[src/script_token_scanner_unit_macros.svh]
// ---------------------------------------------------------------------------
// script_token_scanner_unit_macros.svh
// Assertion macros for the token scanner.
// ---------------------------------------------------------------------------
`ifndef SCRIPT_TOKEN_SCANNER_UNIT_MACROS_SVH
`define SCRIPT_TOKEN_SCANNER_UNIT_MACROS_SVH
`ifndef SYNTH
`define STS_ASSERT_IMPL(label, clk, rst_n, ante, cons) \
  label: assert property (@(posedge clk) disable iff (!rst_n) (ante) |-> (cons)) \
    else $error("assertion failed");
`define STS_ASSERT_NEXT(label, clk, rst_n, ante, cons) \
  label: assert property (@(posedge clk) disable iff (!rst_n) (ante) |=> (cons)) \
    else $error("assertion failed");
`else
`define STS_ASSERT_IMPL(label, clk, rst_n, ante, cons)
`define STS_ASSERT_NEXT(label, clk, rst_n, ante, cons)
`endif
`endif

[src/sts_pkg.sv]
// ---------------------------------------------------------------------------
// sts_pkg
// Shared types, token codes and character helpers of the token scanner.
// ---------------------------------------------------------------------------
package sts_pkg;

  localparam int POS_WIDTH_DEF = 32;
  localparam int MAX_RES       = 3;

  typedef logic [5:0] kind_t;

  localparam kind_t K_EOF        = 6'd0;
  localparam kind_t K_ERR_CHAR   = 6'd1;
  localparam kind_t K_ERR_UNTERM = 6'd2;
  localparam kind_t K_ERR_NUM    = 6'd3;
  localparam kind_t K_LBRACK     = 6'd4;
  localparam kind_t K_RBRACK     = 6'd5;
  localparam kind_t K_LPAREN     = 6'd6;
  localparam kind_t K_RPAREN     = 6'd7;
  localparam kind_t K_LBRACE     = 6'd8;
  localparam kind_t K_RBRACE     = 6'd9;
  localparam kind_t K_PERIOD     = 6'd10;
  localparam kind_t K_PERIOD2    = 6'd11;
  localparam kind_t K_PERIOD3    = 6'd12;
  localparam kind_t K_COMMA      = 6'd13;
  localparam kind_t K_COLON      = 6'd14;
  localparam kind_t K_SEMI       = 6'd15;
  localparam kind_t K_PLUS       = 6'd16;
  localparam kind_t K_MINUS      = 6'd18;
  localparam kind_t K_STAR       = 6'd20;
  localparam kind_t K_SLASH      = 6'd22;
  localparam kind_t K_PERCENT    = 6'd24;
  localparam kind_t K_LT         = 6'd26;
  localparam kind_t K_GT         = 6'd28;
  localparam kind_t K_BANG       = 6'd30;
  localparam kind_t K_ASSIGN     = 6'd32;
  localparam kind_t K_NONE       = 6'd0;
  localparam kind_t K_NEWLINE    = 6'd34;
  localparam kind_t K_STRING     = 6'd35;
  localparam kind_t K_INTEGER    = 6'd36;
  localparam kind_t K_DECIMAL    = 6'd37;
  localparam kind_t K_IDENT      = 6'd38;
  localparam kind_t K_STRBYTE    = 6'd39;

  localparam logic OP_BYTE = 1'b0;
  localparam logic OP_END  = 1'b1;

  // scan modes, one-hot
  typedef enum logic [10:0] {
    M_IDLE    = 11'b000_0000_0001,
    M_COMMENT = 11'b000_0000_0010,
    M_DOT1    = 11'b000_0000_0100,
    M_DOT2    = 11'b000_0000_1000,
    M_OP      = 11'b000_0001_0000,
    M_INT     = 11'b000_0010_0000,
    M_INTDOT  = 11'b000_0100_0000,
    M_DEC     = 11'b000_1000_0000,
    M_IDENT   = 11'b001_0000_0000,
    M_STR     = 11'b010_0000_0000,
    M_STRESC  = 11'b100_0000_0000
  } mode_t;

  // one result: offsets already cut to 32 bits
  typedef struct packed {
    kind_t       kind;
    logic [31:0] start_off;
    logic [31:0] end_off;
    logic [31:0] line;
    logic [7:0]  sbyte;
  } res_t;

  function automatic logic is_digit(input logic [7:0] b);
    return (b >= 8'h30) && (b <= 8'h39);
  endfunction

  function automatic logic is_letter(input logic [7:0] b);
    return ((b >= 8'h61) && (b <= 8'h7a)) || ((b >= 8'h41) && (b <= 8'h5a)) ||
           (b == 8'h5f);
  endfunction

  // single-character kind of an operator that may take '='
  function automatic kind_t op_kind(input logic [7:0] b);
    kind_t k;
    case (b)
      8'h2b:   k = K_PLUS;
      8'h2d:   k = K_MINUS;
      8'h2a:   k = K_STAR;
      8'h2f:   k = K_SLASH;
      8'h25:   k = K_PERCENT;
      8'h3c:   k = K_LT;
      8'h3e:   k = K_GT;
      8'h21:   k = K_BANG;
      8'h3d:   k = K_ASSIGN;
      default: k = K_NONE;
    endcase
    return k;
  endfunction

  // single-byte punctuation kind (K_NONE if not)
  function automatic kind_t punct_kind(input logic [7:0] b);
    kind_t k;
    case (b)
      8'h5b:   k = K_LBRACK;
      8'h5d:   k = K_RBRACK;
      8'h28:   k = K_LPAREN;
      8'h29:   k = K_RPAREN;
      8'h7b:   k = K_LBRACE;
      8'h7d:   k = K_RBRACE;
      8'h2c:   k = K_COMMA;
      8'h3a:   k = K_COLON;
      8'h3b:   k = K_SEMI;
      default: k = K_NONE;
    endcase
    return k;
  endfunction

  // escape decode: bit 8 set when the letter is a known escape
  function automatic logic [8:0] esc_val(input logic [7:0] b);
    logic [8:0] v;
    case (b)
      8'h22:   v = {1'b1, 8'h22};
      8'h5c:   v = {1'b1, 8'h5c};
      8'h25:   v = {1'b1, 8'h25};
      8'h30:   v = {1'b1, 8'h00};
      8'h61:   v = {1'b1, 8'h07};
      8'h62:   v = {1'b1, 8'h08};
      8'h66:   v = {1'b1, 8'h0c};
      8'h6e:   v = {1'b1, 8'h0a};
      8'h72:   v = {1'b1, 8'h0d};
      8'h74:   v = {1'b1, 8'h09};
      8'h76:   v = {1'b1, 8'h0b};
      default: v = 9'd0;
    endcase
    return v;
  endfunction

endpackage

[src/script_token_scanner_unit.sv]
// ---------------------------------------------------------------------------
// script_token_scanner_unit
// Byte-serial lexical scanner: source words in, token words out.
// ---------------------------------------------------------------------------
// channel | dir | tdata                                   | tuser | tlast
// in_     | in  | source_byte                             | op    | -
// out_    | out | kind, start, end, line, string byte     | -     | last
//
// A word without results does not load the output register; one that gives k results
// holds it until all k have left, one result per cycle while the output is ready.
// Scan state updates in the cycle the word is accepted; results show the next.
// Reset (rst_n low, synchronous) returns the scanner to idle at line one.
// Input stalls while results are pending and is taken again in the cycle the
// final result of the previous word leaves.
`include "script_token_scanner_unit_macros.svh"
module script_token_scanner_unit #(
  parameter int POS_WIDTH = sts_pkg::POS_WIDTH_DEF
) (
  input  logic         clk,
  input  logic         rst_n,
  input  logic         in_tvalid,
  output logic         in_tready,
  input  logic [7:0]   in_tdata,   // [7:0] source_byte
  input  logic         in_tuser,   // [0] op
  output logic         out_tvalid,
  input  logic         out_tready,
  output logic [111:0] out_tdata,  // [5:0] kind, [37:6] start, [69:38] end,
                                   // [101:70] line, [109:102] string byte
  output logic         out_tlast
);

  sts_pkg::res_t [sts_pkg::MAX_RES-1:0] res;
  sts_pkg::res_t                        ores;
  logic [1:0] res_cnt;
  logic       res_any, can_load, step;

  // a word is taken when the result register can take its results
  assign in_tready = can_load;
  assign step      = in_tvalid && in_tready;

  sts_core #(.POS_WIDTH(POS_WIDTH)) u_core (
    .clk(clk), .rst_n(rst_n), .step(step), .op(in_tuser), .sbyte(in_tdata),
    .res_cnt(res_cnt), .res_any(res_any), .res(res)
  );

  sts_outq u_outq (
    .clk(clk), .rst_n(rst_n), .load(step && res_any), .load_cnt(res_cnt),
    .load_res(res), .can_load(can_load), .out_valid(out_tvalid),
    .out_ready(out_tready), .out_res(ores), .out_last(out_tlast)
  );

  assign out_tdata = {2'b00, ores.sbyte, ores.line, ores.end_off, ores.start_off,
                      ores.kind};

  `STS_ASSERT_IMPL(a_ready_when_idle, clk, rst_n, !out_tvalid, in_tready)
  `STS_ASSERT_NEXT(a_end_gives_result, clk, rst_n, in_tvalid && in_tready && in_tuser, out_tvalid)
  `STS_ASSERT_IMPL(a_pad_zero, clk, rst_n, out_tvalid, out_tdata[111:110] == 2'b00)

endmodule

[src/sts_core.sv]
// ---------------------------------------------------------------------------
// sts_core
// Scan state and next-state logic: one source word in, up to three results.
// ---------------------------------------------------------------------------
module sts_core #(
  parameter int POS_WIDTH = sts_pkg::POS_WIDTH_DEF
) (
  input  logic                              clk,
  input  logic                              rst_n,
  input  logic                              step,      // take one word
  input  logic                              op,
  input  logic [7:0]                        sbyte,
  output logic [1:0]                        res_cnt,   // results minus one
  output logic                              res_any,
  output sts_pkg::res_t [sts_pkg::MAX_RES-1:0] res
);

  sts_pkg::mode_t       mode_r, mode_nxt;
  logic [POS_WIDTH-1:0] tstart_r, tstart_nxt;
  logic [POS_WIDTH-1:0] pos_r, pos_nxt;
  logic [31:0]          line_r, line_nxt;
  logic [7:0]           held_r, held_nxt;

  always_comb begin
    logic [POS_WIDTH-1:0] p, p1, pm1, ts;
    logic [31:0]          p32, p1_32, pm1_32, ts32;
    logic [31:0]          ln;
    logic [1:0]           n;
    logic                 go_idle;
    logic [8:0]           ev;
    sts_pkg::kind_t       pk;
    sts_pkg::mode_t       md;

    mode_nxt   = mode_r;
    tstart_nxt = tstart_r;
    pos_nxt    = pos_r;
    line_nxt   = line_r;
    held_nxt   = held_r;
    res        = '0;
    n          = 2'd0;
    go_idle    = 1'b0;
    p          = pos_r;
    p1         = pos_r + POS_WIDTH'(1);
    pm1        = pos_r - POS_WIDTH'(1);
    ts         = tstart_r;
    p32        = 32'(p);
    p1_32      = 32'(p1);
    pm1_32     = 32'(pm1);
    ts32       = 32'(ts);
    ln         = line_r;
    ev         = sts_pkg::esc_val(sbyte);
    pk         = sts_pkg::punct_kind(sbyte);
    md         = mode_r;
    // results carry the line count as it stands before this word, but for a newline string byte
    for (int i = 0; i < sts_pkg::MAX_RES; i++) res[i].line = line_r;

    if (op == sts_pkg::OP_END) begin
      // flush the pending token, then eof
      case (mode_r)
        sts_pkg::M_DOT1, sts_pkg::M_DOT2, sts_pkg::M_OP, sts_pkg::M_INT,
        sts_pkg::M_DEC, sts_pkg::M_IDENT, sts_pkg::M_STR: begin
          res[0].kind = (mode_r == sts_pkg::M_DOT1)  ? sts_pkg::K_PERIOD :
                        (mode_r == sts_pkg::M_DOT2)  ? sts_pkg::K_PERIOD2 :
                        (mode_r == sts_pkg::M_OP)    ? sts_pkg::op_kind(held_r) :
                        (mode_r == sts_pkg::M_INT)   ? sts_pkg::K_INTEGER :
                        (mode_r == sts_pkg::M_DEC)   ? sts_pkg::K_DECIMAL :
                        (mode_r == sts_pkg::M_IDENT) ? sts_pkg::K_IDENT :
                                                       sts_pkg::K_ERR_UNTERM;
          res[0].start_off = ts32;
          res[0].end_off   = p32;
          n = 2'd1;
        end
        sts_pkg::M_INTDOT: begin
          res[0].kind = sts_pkg::K_INTEGER;
          res[0].start_off = ts32;
          res[0].end_off   = pm1_32;
          res[1].kind = sts_pkg::K_PERIOD;
          res[1].start_off = pm1_32;
          res[1].end_off   = p32;
          n = 2'd2;
        end
        sts_pkg::M_STRESC: begin
          res[0].kind = sts_pkg::K_STRBYTE;
          res[0].start_off = pm1_32;
          res[0].end_off   = p32;
          res[0].sbyte     = 8'h5c;
          res[1].kind = sts_pkg::K_ERR_UNTERM;
          res[1].start_off = ts32;
          res[1].end_off   = p32;
          n = 2'd2;
        end
        default: n = 2'd0;
      endcase
      res[n].kind      = sts_pkg::K_EOF;
      res[n].start_off = p32;
      res[n].end_off   = p32;
      n = n + 2'd1;
      mode_nxt   = sts_pkg::M_IDLE;
      tstart_nxt = p;
    end else begin
      pos_nxt = p1;
      // pass one: finish the pending token, decide whether the byte restarts
      case (mode_r)
        sts_pkg::M_COMMENT: go_idle = (sbyte == 8'h0a);
        sts_pkg::M_DOT1, sts_pkg::M_DOT2: begin
          if (sbyte == 8'h2e) begin
            if (mode_r == sts_pkg::M_DOT1) md = sts_pkg::M_DOT2;
            else begin
              res[0].kind = sts_pkg::K_PERIOD3;
              res[0].start_off = ts32;
              res[0].end_off = p1_32;
              n = 2'd1;
              md = sts_pkg::M_IDLE;
            end
          end else begin
            res[0].kind = (mode_r == sts_pkg::M_DOT1) ? sts_pkg::K_PERIOD
                                                      : sts_pkg::K_PERIOD2;
            res[0].start_off = ts32;
            res[0].end_off = p32;
            n = 2'd1;
            go_idle = 1'b1;
          end
        end
        sts_pkg::M_OP: begin
          res[0].start_off = ts32;
          n = 2'd1;
          if (sbyte == 8'h3d) begin
            res[0].kind = sts_pkg::op_kind(held_r) + 6'd1;
            res[0].end_off = p1_32;
            md = sts_pkg::M_IDLE;
          end else begin
            res[0].kind = sts_pkg::op_kind(held_r);
            res[0].end_off = p32;
            go_idle = 1'b1;
          end
        end
        sts_pkg::M_INT, sts_pkg::M_DEC: begin
          if (sts_pkg::is_digit(sbyte)) md = mode_r;
          else if (mode_r == sts_pkg::M_INT && sbyte == 8'h2e) md = sts_pkg::M_INTDOT;
          else begin
            res[0].kind = sts_pkg::is_letter(sbyte) ? sts_pkg::K_ERR_NUM :
                          (mode_r == sts_pkg::M_INT) ? sts_pkg::K_INTEGER :
                                                       sts_pkg::K_DECIMAL;
            res[0].start_off = ts32;
            res[0].end_off = p32;
            n = 2'd1;
            go_idle = 1'b1;
          end
        end
        sts_pkg::M_INTDOT: begin
          if (sts_pkg::is_digit(sbyte)) md = sts_pkg::M_DEC;
          else begin
            res[0].kind = sts_pkg::K_INTEGER;
            res[0].start_off = ts32;
            res[0].end_off = pm1_32;
            n = 2'd1;
            tstart_nxt = pm1;
            if (sbyte == 8'h2e) md = sts_pkg::M_DOT2;
            else begin
              res[1].kind = sts_pkg::K_PERIOD;
              res[1].start_off = pm1_32;
              res[1].end_off = p32;
              n = 2'd2;
              go_idle = 1'b1;
            end
          end
        end
        sts_pkg::M_IDENT: begin
          if (!(sts_pkg::is_letter(sbyte) || sts_pkg::is_digit(sbyte))) begin
            res[0].kind = sts_pkg::K_IDENT;
            res[0].start_off = ts32;
            res[0].end_off = p32;
            n = 2'd1;
            go_idle = 1'b1;
          end
        end
        sts_pkg::M_STR, sts_pkg::M_STRESC: begin
          if (mode_r == sts_pkg::M_STRESC && ev[8]) begin
            res[0].kind = sts_pkg::K_STRBYTE;
            res[0].start_off = pm1_32;
            res[0].end_off = p1_32;
            res[0].sbyte = ev[7:0];
            n = 2'd1;
            md = sts_pkg::M_STR;
          end else begin
            if (mode_r == sts_pkg::M_STRESC) begin
              res[0].kind = sts_pkg::K_STRBYTE;
              res[0].start_off = pm1_32;
              res[0].end_off = p32;
              res[0].sbyte = 8'h5c;
              n = 2'd1;
            end
            if (sbyte == 8'h22) begin
              res[n].kind = sts_pkg::K_STRING;
              res[n].start_off = ts32;
              res[n].end_off = p1_32;
              n = n + 2'd1;
              md = sts_pkg::M_IDLE;
            end else if (sbyte == 8'h5c) begin
              md = sts_pkg::M_STRESC;
            end else begin
              md = sts_pkg::M_STR;
              // a newline byte already counts toward its own line
              if (sbyte == 8'h0a) ln = line_r + 32'd1;
              res[n].kind = sts_pkg::K_STRBYTE;
              res[n].start_off = p32;
              res[n].end_off = p1_32;
              res[n].line = ln;
              res[n].sbyte = sbyte;
              n = n + 2'd1;
            end
          end
        end
        default: go_idle = 1'b1;
      endcase
      // pass two: byte seen from idle
      if (go_idle) begin
        tstart_nxt = p;
        md = sts_pkg::M_IDLE;
        if (sbyte == 8'h20 || sbyte == 8'h0d || sbyte == 8'h09) md = sts_pkg::M_IDLE;
        else if (sts_pkg::is_digit(sbyte)) md = sts_pkg::M_INT;
        else if (sts_pkg::is_letter(sbyte)) md = sts_pkg::M_IDENT;
        else if (sts_pkg::op_kind(sbyte) != sts_pkg::K_NONE) begin
          md = sts_pkg::M_OP;
          held_nxt = sbyte;
        end else if (sbyte == 8'h23) md = sts_pkg::M_COMMENT;
        else if (sbyte == 8'h2e) md = sts_pkg::M_DOT1;
        else if (sbyte == 8'h22) md = sts_pkg::M_STR;
        else begin
          res[n].kind = (pk != sts_pkg::K_NONE) ? pk :
                        (sbyte == 8'h0a) ? sts_pkg::K_NEWLINE : sts_pkg::K_ERR_CHAR;
          res[n].start_off = p32;
          res[n].end_off = p1_32;
          n = n + 2'd1;
          if (sbyte == 8'h0a) ln = line_r + 32'd1;
        end
      end
      mode_nxt = md;
    end
    line_nxt = ln;
    res_any  = (n != 2'd0);
    res_cnt  = n - 2'd1;
  end

  // advance the scan state on each accepted word
  always_ff @(posedge clk) begin
    if (!rst_n) begin
      mode_r   <= sts_pkg::M_IDLE;
      tstart_r <= '0;
      pos_r    <= '0;
      line_r   <= 32'd1;
      held_r   <= 8'd0;
    end else if (step) begin
      mode_r   <= mode_nxt;
      tstart_r <= tstart_nxt;
      pos_r    <= pos_nxt;
      line_r   <= line_nxt;
      held_r   <= held_nxt;
    end
  end

endmodule

[src/sts_outq.sv]
// ---------------------------------------------------------------------------
// sts_outq
// Result register: holds up to three results of one word, sends one a cycle while out_ready is high.
// ---------------------------------------------------------------------------
module sts_outq (
  input  logic                                 clk,
  input  logic                                 rst_n,
  input  logic                                 load,
  input  logic [1:0]                           load_cnt,
  input  sts_pkg::res_t [sts_pkg::MAX_RES-1:0] load_res,
  output logic                                 can_load,
  output logic                                 out_valid,
  input  logic                                 out_ready,
  output sts_pkg::res_t                        out_res,
  output logic                                 out_last
);

  sts_pkg::res_t [sts_pkg::MAX_RES-1:0] buf_r;
  logic [1:0] rd_r, rd_nxt;
  logic [1:0] cnt_r, cnt_nxt;
  logic       vld_r, vld_nxt;
  logic       pop;

  assign out_valid = vld_r;
  assign out_res   = buf_r[rd_r];
  assign out_last  = (rd_r == cnt_r);
  assign pop       = vld_r && out_ready;
  // accept a new word once the final result leaves
  assign can_load  = !vld_r || (pop && out_last);

  always_comb begin
    vld_nxt = vld_r;
    rd_nxt  = rd_r;
    cnt_nxt = cnt_r;
    if (pop) begin
      if (out_last) vld_nxt = 1'b0;
      else rd_nxt = rd_r + 2'd1;
    end
    if (load && can_load) begin
      vld_nxt = 1'b1;
      rd_nxt  = 2'd0;
      cnt_nxt = load_cnt;
    end
  end

  always_ff @(posedge clk) begin
    if (!rst_n) begin
      vld_r <= 1'b0;
      rd_r  <= 2'd0;
      cnt_r <= 2'd0;
    end else begin
      vld_r <= vld_nxt;
      rd_r  <= rd_nxt;
      cnt_r <= cnt_nxt;
    end
  end

  // hold payload
  always_ff @(posedge clk) begin
    if (load && can_load) buf_r <= load_res;
  end

endmodule

[config.mk]
export PLATFORM = sky130hd
export DESIGN_NAME = script_token_scanner_unit
export DESIGN_NICKNAME = d
export VERILOG_FILES = /design/src/sts_pkg.sv /design/src/script_token_scanner_unit.sv /design/src/sts_core.sv /design/src/sts_outq.sv
export VERILOG_INCLUDE_DIRS = /design/src /design/src/src
export SDC_FILE = /design/constraint.sdc
export NUM_CORES = 1
export LEC_CHECK = 0
export BUFFER_PORTS_ARGS = -buffer_cell sky130_fd_sc_hd__buf_2
export CORE_MARGIN = 3
export CORE_UTILIZATION = 30
export CTS_CLUSTER_DIAMETER = 150
export DETAILED_ROUTE_END_ITERATION = 8
export SYNTH_ARGS = -nofsm -noshare
export SYNTH_HDL_FRONTEND = slang
export SYNTH_HIERARCHICAL = 1
export SYNTH_SLANG_ARGS = --single-unit
[constraint.sdc]
create_clock -name clk -period 42.5 [get_ports clk]
set_clock_uncertainty 0.1 [all_clocks]
set_input_delay 6.375 -clock clk [delete_from_list [all_inputs] [get_ports clk]]
set_output_delay 6.375 -clock clk [all_outputs]
set_load 0.02 [all_outputs]
==> run_results.csv, run 1 <==
group,metric,value,unit
critical_path,crit_path_max_incr_delay,0.83,ns
die,core,97100,um^2
die,floorplan.initialDensity,0.304,
critical_path,cp-end-kind,"flip-flop",
sta,tightest_slew,1.36,ns
drt,first_pass_iters,6,
critical_path,path_cells,"buf_2 > and2_1 > nand4_1 > inv_1 > nor3_2 > nand3_1 > buf_4 > a21oi_1 > nor2_1 > ha_1 > mux2_2 > o21ai_0 > ha_1 > inv_1 > and3_1 > nand2_1 > o31ai_4 > buf_4 > buf_4 > buf_4 > buf_4",
yosys,synth_edf_count,330,
critical_path,r2r_setup_slack,33.23,ns
die,ios,128,
power,swShare,0.286,
critical_path,cp_num_buf_inv,8,
yosys,synthSimpleGateAreaFrac,0.196,
min_path,hold-path-endpoint,"u_core/held_r[7]",
clocking,clock_sinks,450,
critical_path,arrival,15.02,ns
sta,post-route-min-period,14.89,ns
yosys,synth_top_area_frac,0.336,
yosys,synth_xor_area_frac,0.0475,
min_path,whs_path_depth,2,
sta,finalSetupTns,0,ns
sta,period_share,0.350,
critical_path,cp_top_family,"buffers and inverters",
placement,dp.cells,4598,
clocking,cts_resized,0,
placement,place.gp.congestion,1.00,
placement,hpwl,85600,um
layout,layout.cells.non_filler,4688,
power,p_seq_frac,0.461,
yosys,yosys-top-cells-count,"411 x nand2_1, 375 x o21ai_0, 330 x edfxtp_1",
power,vdd_drop_max,28.0,uV
yosys,synthAdderAreaFrac,0.00679,
drt,avgRoutedWirePerCell,27.7,um
die,die_w,320,um
placement,port_buffers,125,
job,drv_cap,0,
global_routing,grt_max_degree,75,
power,internal_power,826,uW
critical_path,r2r_cells,19,
critical_path,crit_type,"in -> reg",
die,num_rows,114,
power,p_per_area,35.3,nW/um^2
status,status,"finished clean",
clocking,cts_setup_buffers,0,
global_routing,overflow,0,
min_path,hold_path.class,"reg -> reg",
yosys,yosysSeqAreaShare,0.417,
sta,rsz0062_at_grt,"false",
sta,layout_setup_ws,27.61,ns
min_path,min_from,"u_core/held_r[7]",
critical_path,worstPathMaxFanout,74,
layout,area_delta_synth_final,11.2,%
power,power_frac_comb,0.142,
placement,pre_cts_ws,27.18,ns
yosys,synth_most_common_cell,"nand2_1",
clocking,tritoncts,"built",
drt,via_per_inst,6.15,
layout,nNetsFinal,3401,
power,p_clk_frac,0.397,
yosys,ys_top_cells_by_area,"edfxtp_1 34%, dfxtp_1 8.1%, o21ai_0 6.4%",
critical_path,crit_path_start_kind,"input pin",
yosys,synth_async_sr_flop_share,0,
global_routing,grt.total_usage,0.243,
layout,fin_util,0.338,
global_routing,grt_pass1_wl,186000,um
clocking,hold_buffers,0,
global_routing,grt_pass1_vias,26200,
yosys,synth_top_family_by_area,"compound AO/OA/AOI/OAI gates",
yosys,yosysWarnings,6,
global_routing,grt_antenna_before_repair,6,
layout,n_antenna_cell,0,
sta,relSlewSlack,0.0913,
critical_path,timing.rr.start,"u_core/mode_r[4]",
yosys,synth_area,29500,um^2
yosys,synth_ff_type,"edfxtp_1",
layout,fillCellCount,9983,
sta,fmax,67.2,MHz
sta,slew_viol_final,0,
yosys,synthDistinctLibCells,106,
yosys,synth_cells,3436,
drt,drt-initial-drc-count,4645,
drt,wl,130000,um
die,dieArea,102000,um^2
clocking,clk_pin_slew,0.06,ns
power,power.leakage,10.7,nW
critical_path,r2r-end,"u_outq/buf_r[272]",
drt,vias,28800,
yosys,synth_compound_area_frac,0.235,
yosys,postSynthAreaPerCell,8.58,um^2
clocking,root_buffer,"clkbuf_16",
clocking,clock_latency,0.64,ns
yosys,synth.mux.area_fraction,0.0405,
yosys,synth_area_leader_cell,"edfxtp_1",
die,die_h,320,um
critical_path,required,42.63,ns
layout,drive_gt1_frac,0.112,
drt,drtAntennaViolNets,0,
critical_path,path_depth,21,
clocking,cts_buffers,48,
clocking,clockBufferDepth,3,
sta,setup_viol,0,
power,p_sw,332,uW
clocking,cts_htree_levels,2,
critical_path,crit_top_cell,"buf_4",
critical_path,slowest_stage,"buf_4",
sta,hold_violations,0,
drt,drc,0,
yosys,ys_seq_elements,450,
## per-stage QoR
step | hold slack, ns | power, mW | cell area (um^2)
6_report | 0.329 | 1.16 | 32800
5_1_grt | 0.349 | 1.19 | 32800
4_1_cts | 0.331 | 1.16 | 32800
3_5_place_dp | 0.321 | 0.704 | 31100
3_3_place_gp | 0.317 | 0.703 | 31100
2_1_floorplan | 0.303 | 0.682 | 29500
## worst register-to-register path: cells and delay by family (launching register included)
kind	cells	cell delay [ns]
buf+inv	6	3.72
simple gates	7	2.67
compound gates	3	1.26
fa+ha+maj	2	0.53
flops	1	0.39
mux	1	0.13
## worst max path at each step
stage | to | start
floorplan | u_outq/buf_r[0] | in_tdata[2]
global placement | u_outq/buf_r[165] | in_tdata[2]
detailed placement | u_outq/buf_r[165] | in_tdata[2]
CTS | u_outq/buf_r[274] | in_tdata[2]
global route | u_outq/buf_r[274] | in_tdata[2]
finish | u_outq/buf_r[272] | in_tdata[2]
## flip-flops by register name, indices dropped and copies added (netlist names)
register,cells
u_outq/buf_r,330
u_core/line_r,32
u_core/pos_r,32
u_core/tstart_r,32
u_core/mode_r,11
u_core/held_r,8
u_outq/cnt_r,2
u_outq/rd_r,2
u_outq/out_valid,1
## layout by cell type (no fill, tap or decap), types with 43 or more instances in the layout
cell | Yosys | final
edfxtp_1 | 330 | 330
a22oi_1 | 61 | 61
nor2_1 | 276 | 273
and2_1 | 43 | 43
clkbuf_16 | 0 | 48
xor2_1 | 56 | 56
a21oi_1 | 249 | 248
nor3_1 | 100 | 98
o21ai_0 | 375 | 375
mux2i_1 | 116 | 116
nand2_1 | 411 | 408
and3_1 | 46 | 46
nand4_1 | 52 | 52
nand3_1 | 67 | 67
buf_2 | 57 | 124
xnor2_1 | 102 | 102
dfxtp_1 | 120 | 118
buf_4 | 32 | 99
or3_1 | 49 | 49
## kinds of logic after synthesis
kind of cell               Yosys count
and+or+nand+nor                   1196
other                                2
buffers and inverters              386
AOI/OAI and AO/OA                 1108
DFF                                450
muxes                              119
xor gates and xnor gates           159
adders and majority gates           16
## power by group through the flow
stage	sequential (mW)	combinational, mW	clock, mW
2_1_floorplan	0.581	0.100	0
3_3_place_gp	0.542	0.161	0
3_5_place_dp	0.543	0.161	0
4_1_cts	0.534	0.161	0.466
5_1_grt	0.538	0.172	0.483
6_report	0.534	0.164	0.459
## layer usage
layer	routed length, um	global-route usage	vias up
met5	23	0	-
met4	7260	0.123	4
met3	15100	0.0649	437
met2	56100	0.365	1883
met1	51300	0.320	13900
li1	-	-	12600
## final cells by class
class	count	area, um^2	share of cell area
repair buffers	223	1360	0.0416
flip-flops and latches	450	12300	0.376
clock buffers	57	1240	0.0380
clock inverters	33	458	0.0140
multi-input cells	2610	15700	0.478
well taps	1276	1600	0.0487
inverters	39	146	0.00447
Note: power is estimated with default switching activity, not from simulation.
==> run 2: changes to the inputs <==
==> constraint.sdc (replaced) <==
create_clock -name clk -period 12.8 [get_ports clk]
set_clock_uncertainty 0.1 [all_clocks]
set_input_delay 1.92 -clock clk [delete_from_list [all_inputs] [get_ports clk]]
set_output_delay 1.92 -clock clk [all_outputs]
set_load 0.02 [all_outputs]
==> run 2 against run 1 <==
  * Register-to-register slack worse by 27 ns
  * Sequential power rose to 3.3 times the previous value
  * Utilization increased by 0.11 points
  * Non-clock buffer count is the same
  * First-iteration DRC count decreased by 8.1%
  * Cell count about the same
  * Critical path depth fell by 3
  * Power grew to 3.3 times the previous value
  * Die area is the same
  * Final area is 0.32% higher
  * Via count is 0.31% lower
  * Hold slack barely moved
  * Largest power group unchanged
==> run_results.csv, run 2 (synthesis results as in run 1) <==
group,metric,value,unit
status,status,"finished clean",
global_routing,grt_pass1_vias,26700,
power,power.leakage,10.7,nW
drt,first_pass_iters,7,
die,floorplan.initialDensity,0.304,
drt,via_per_inst,6.12,
drt,drtAntennaViolNets,0,
critical_path,cp-end-kind,"flip-flop",
sta,slew_viol_final,0,
die,dieArea,102000,um^2
die,die_w,320,um
global_routing,overflow,0,
drt,drt-initial-drc-count,4270,
power,p_per_area,116,nW/um^2
min_path,hold_path.class,"reg -> reg",
sta,finalSetupTns,0,ns
clocking,root_buffer,"clkbuf_16",
critical_path,crit_path_start_kind,"input pin",
global_routing,grt_pass1_wl,187000,um
die,die_h,320,um
clocking,hold_buffers,0,
power,vdd_drop_max,99.1,uV
drt,wl,129000,um
global_routing,grt_antenna_before_repair,5,
sta,hold_violations,0,
placement,port_buffers,125,
layout,fin_util,0.339,
placement,hpwl,86000,um
sta,fmax,130,MHz
global_routing,grt.total_usage,0.242,
layout,final_cell_mix,"406 x nand2_1, 374 x o21ai_0, 330 x edfxtp_1",
clocking,clock_latency,0.63,ns
clocking,cts_htree_levels,2,
drt,drc,0,
clocking,clockBufferDepth,3,
layout,final_common_cell,"nand2_1",
sta,relSlewSlack,0.0841,
critical_path,crit_type,"in -> reg",
die,ios,128,
layout,fillCellCount,10000,
sta,setup_viol,0,
sta,post-route-min-period,7.68,ns
die,num_rows,114,
critical_path,path_cells,"buf_2 > and2_1 > nand4_1 > inv_1 > nor3_4 > nand3_4 > a21oi_4 > nor2_2 > ha_1 > mux2_4 > o21ai_2 > ha_2 > inv_1 > and3_4 > nand2_4 > o31ai_4 > buf_4 > buf_12",
job,drv_cap,0,
sta,rsz0062_at_grt,"false",
sta,tightest_slew,1.37,ns
layout,drive_gt1_frac,0.117,
critical_path,crit_top_cell,"inv_1",
critical_path,crit_path_max_incr_delay,0.64,ns
placement,place.gp.congestion,1.03,
clocking,cts_buffers,48,
clocking,clock_sinks,450,
clocking,tritoncts,"built",
layout,regMostFlops,"u_outq/buf_r",
die,core,97100,um^2
critical_path,arrival,7.81,ns
layout,area_delta_synth_final,11.5,%
critical_path,slowest_stage,"nand3_4",
clocking,cts_resized,0,
sta,period_share,0.600,
clocking,cts_setup_buffers,0,
critical_path,worstPathMaxFanout,160,
global_routing,grt_max_degree,161,
critical_path,required,12.93,ns
power,total_power,3.80,mW
layout,nNetsFinal,3401,
layout,largest_register_ffs,330,
drt,vias,28700,
drt,avgRoutedWirePerCell,27.4,um
clocking,clk_pin_slew,0.06,ns
run 2: cell count changes in the layout (fill, tap and decap cells not counted), moves of 3 or more:
| cell | delta |
|---|---|
| clkinv_4 | +3 |
| inv_6 | -4 |
| and3_1 | -3 |
| clkbuf_8 | +5 |
| diode_2 | +3 |
| nor4_2 | -3 |
| and3_4 | +3 |
| nor3_4 | +3 |
| bufinv_16 | -4 |
| clkinvlp_4 | +3 |
run 2: area by class of cell:
| class | count | area (um^2) | area share |
|---|---|---|---|
| inverters | 39 | 148 | 0.00449 |
| repair buffers | 223 | 1380 | 0.0418 |
| flip-flops and latches | 450 | 12300 | 0.375 |
| clock inverters | 26 | 323 | 0.00981 |
| well taps | 1276 | 1600 | 0.0485 |
| clock buffers | 64 | 1320 | 0.0402 |
| diodes | 3 | 7.51 | 0.000228 |
| multi-input cells | 2610 | 15800 | 0.480 |
run 2: final timing paths:
path,start,to,slack [ns],depth (start not counted)
max reg2reg,u_core/mode_r[4],u_outq/buf_r[154],6.41,17
min reg2reg,u_core/held_r[6],u_core/held_r[6],0.33,2
max,in_tdata[2],u_outq/buf_r[154],5.12,18
min,u_core/held_r[6],u_core/held_r[6],0.33,2
run 2: power breakdown:
part	leakage [nW]	internal, mW	switching [mW]
clock network	0.786	0.835	0.641
logic	5.60	0.132	0.418
registers	4.26	1.73	0.0507
run 2: layer usage:
layer / global-route usage / part of all wire / vias to the layer above / wire (um)
met5: 0 / 0 / - / 0
met4: 0.129 / 0.060 / 0 / 7690
met3: 0.0523 / 0.11 / 417 / 14600
met2: 0.361 / 0.43 / 1913 / 54600
met1: 0.328 / 0.40 / 13800 / 51600
li1: - / - / 12600 / -
run 2: stage by stage:
step                setup slack, ns  area [um^2]  std cells  hold slack (ns)
floorplan                    -0.232        29700       3446            0.303
global placement               4.86        31200       4598            0.320
detailed placement             4.70        31200       4598            0.322
CTS                            5.34        32900       4688            0.331
global route                   4.96        32900       4688            0.359
finish                         5.12        32900       4691            0.329
run 2: critical path, delay by kind of cell:
| family | cells | cell delay (ns) |
|---|---|---|
| compound gates | 3 | 0.73 |
| fa+ha+maj | 2 | 0.49 |
| buf+inv | 5 | 1.83 |
| mux | 1 | 0.14 |
| simple gates | 7 | 2.33 |
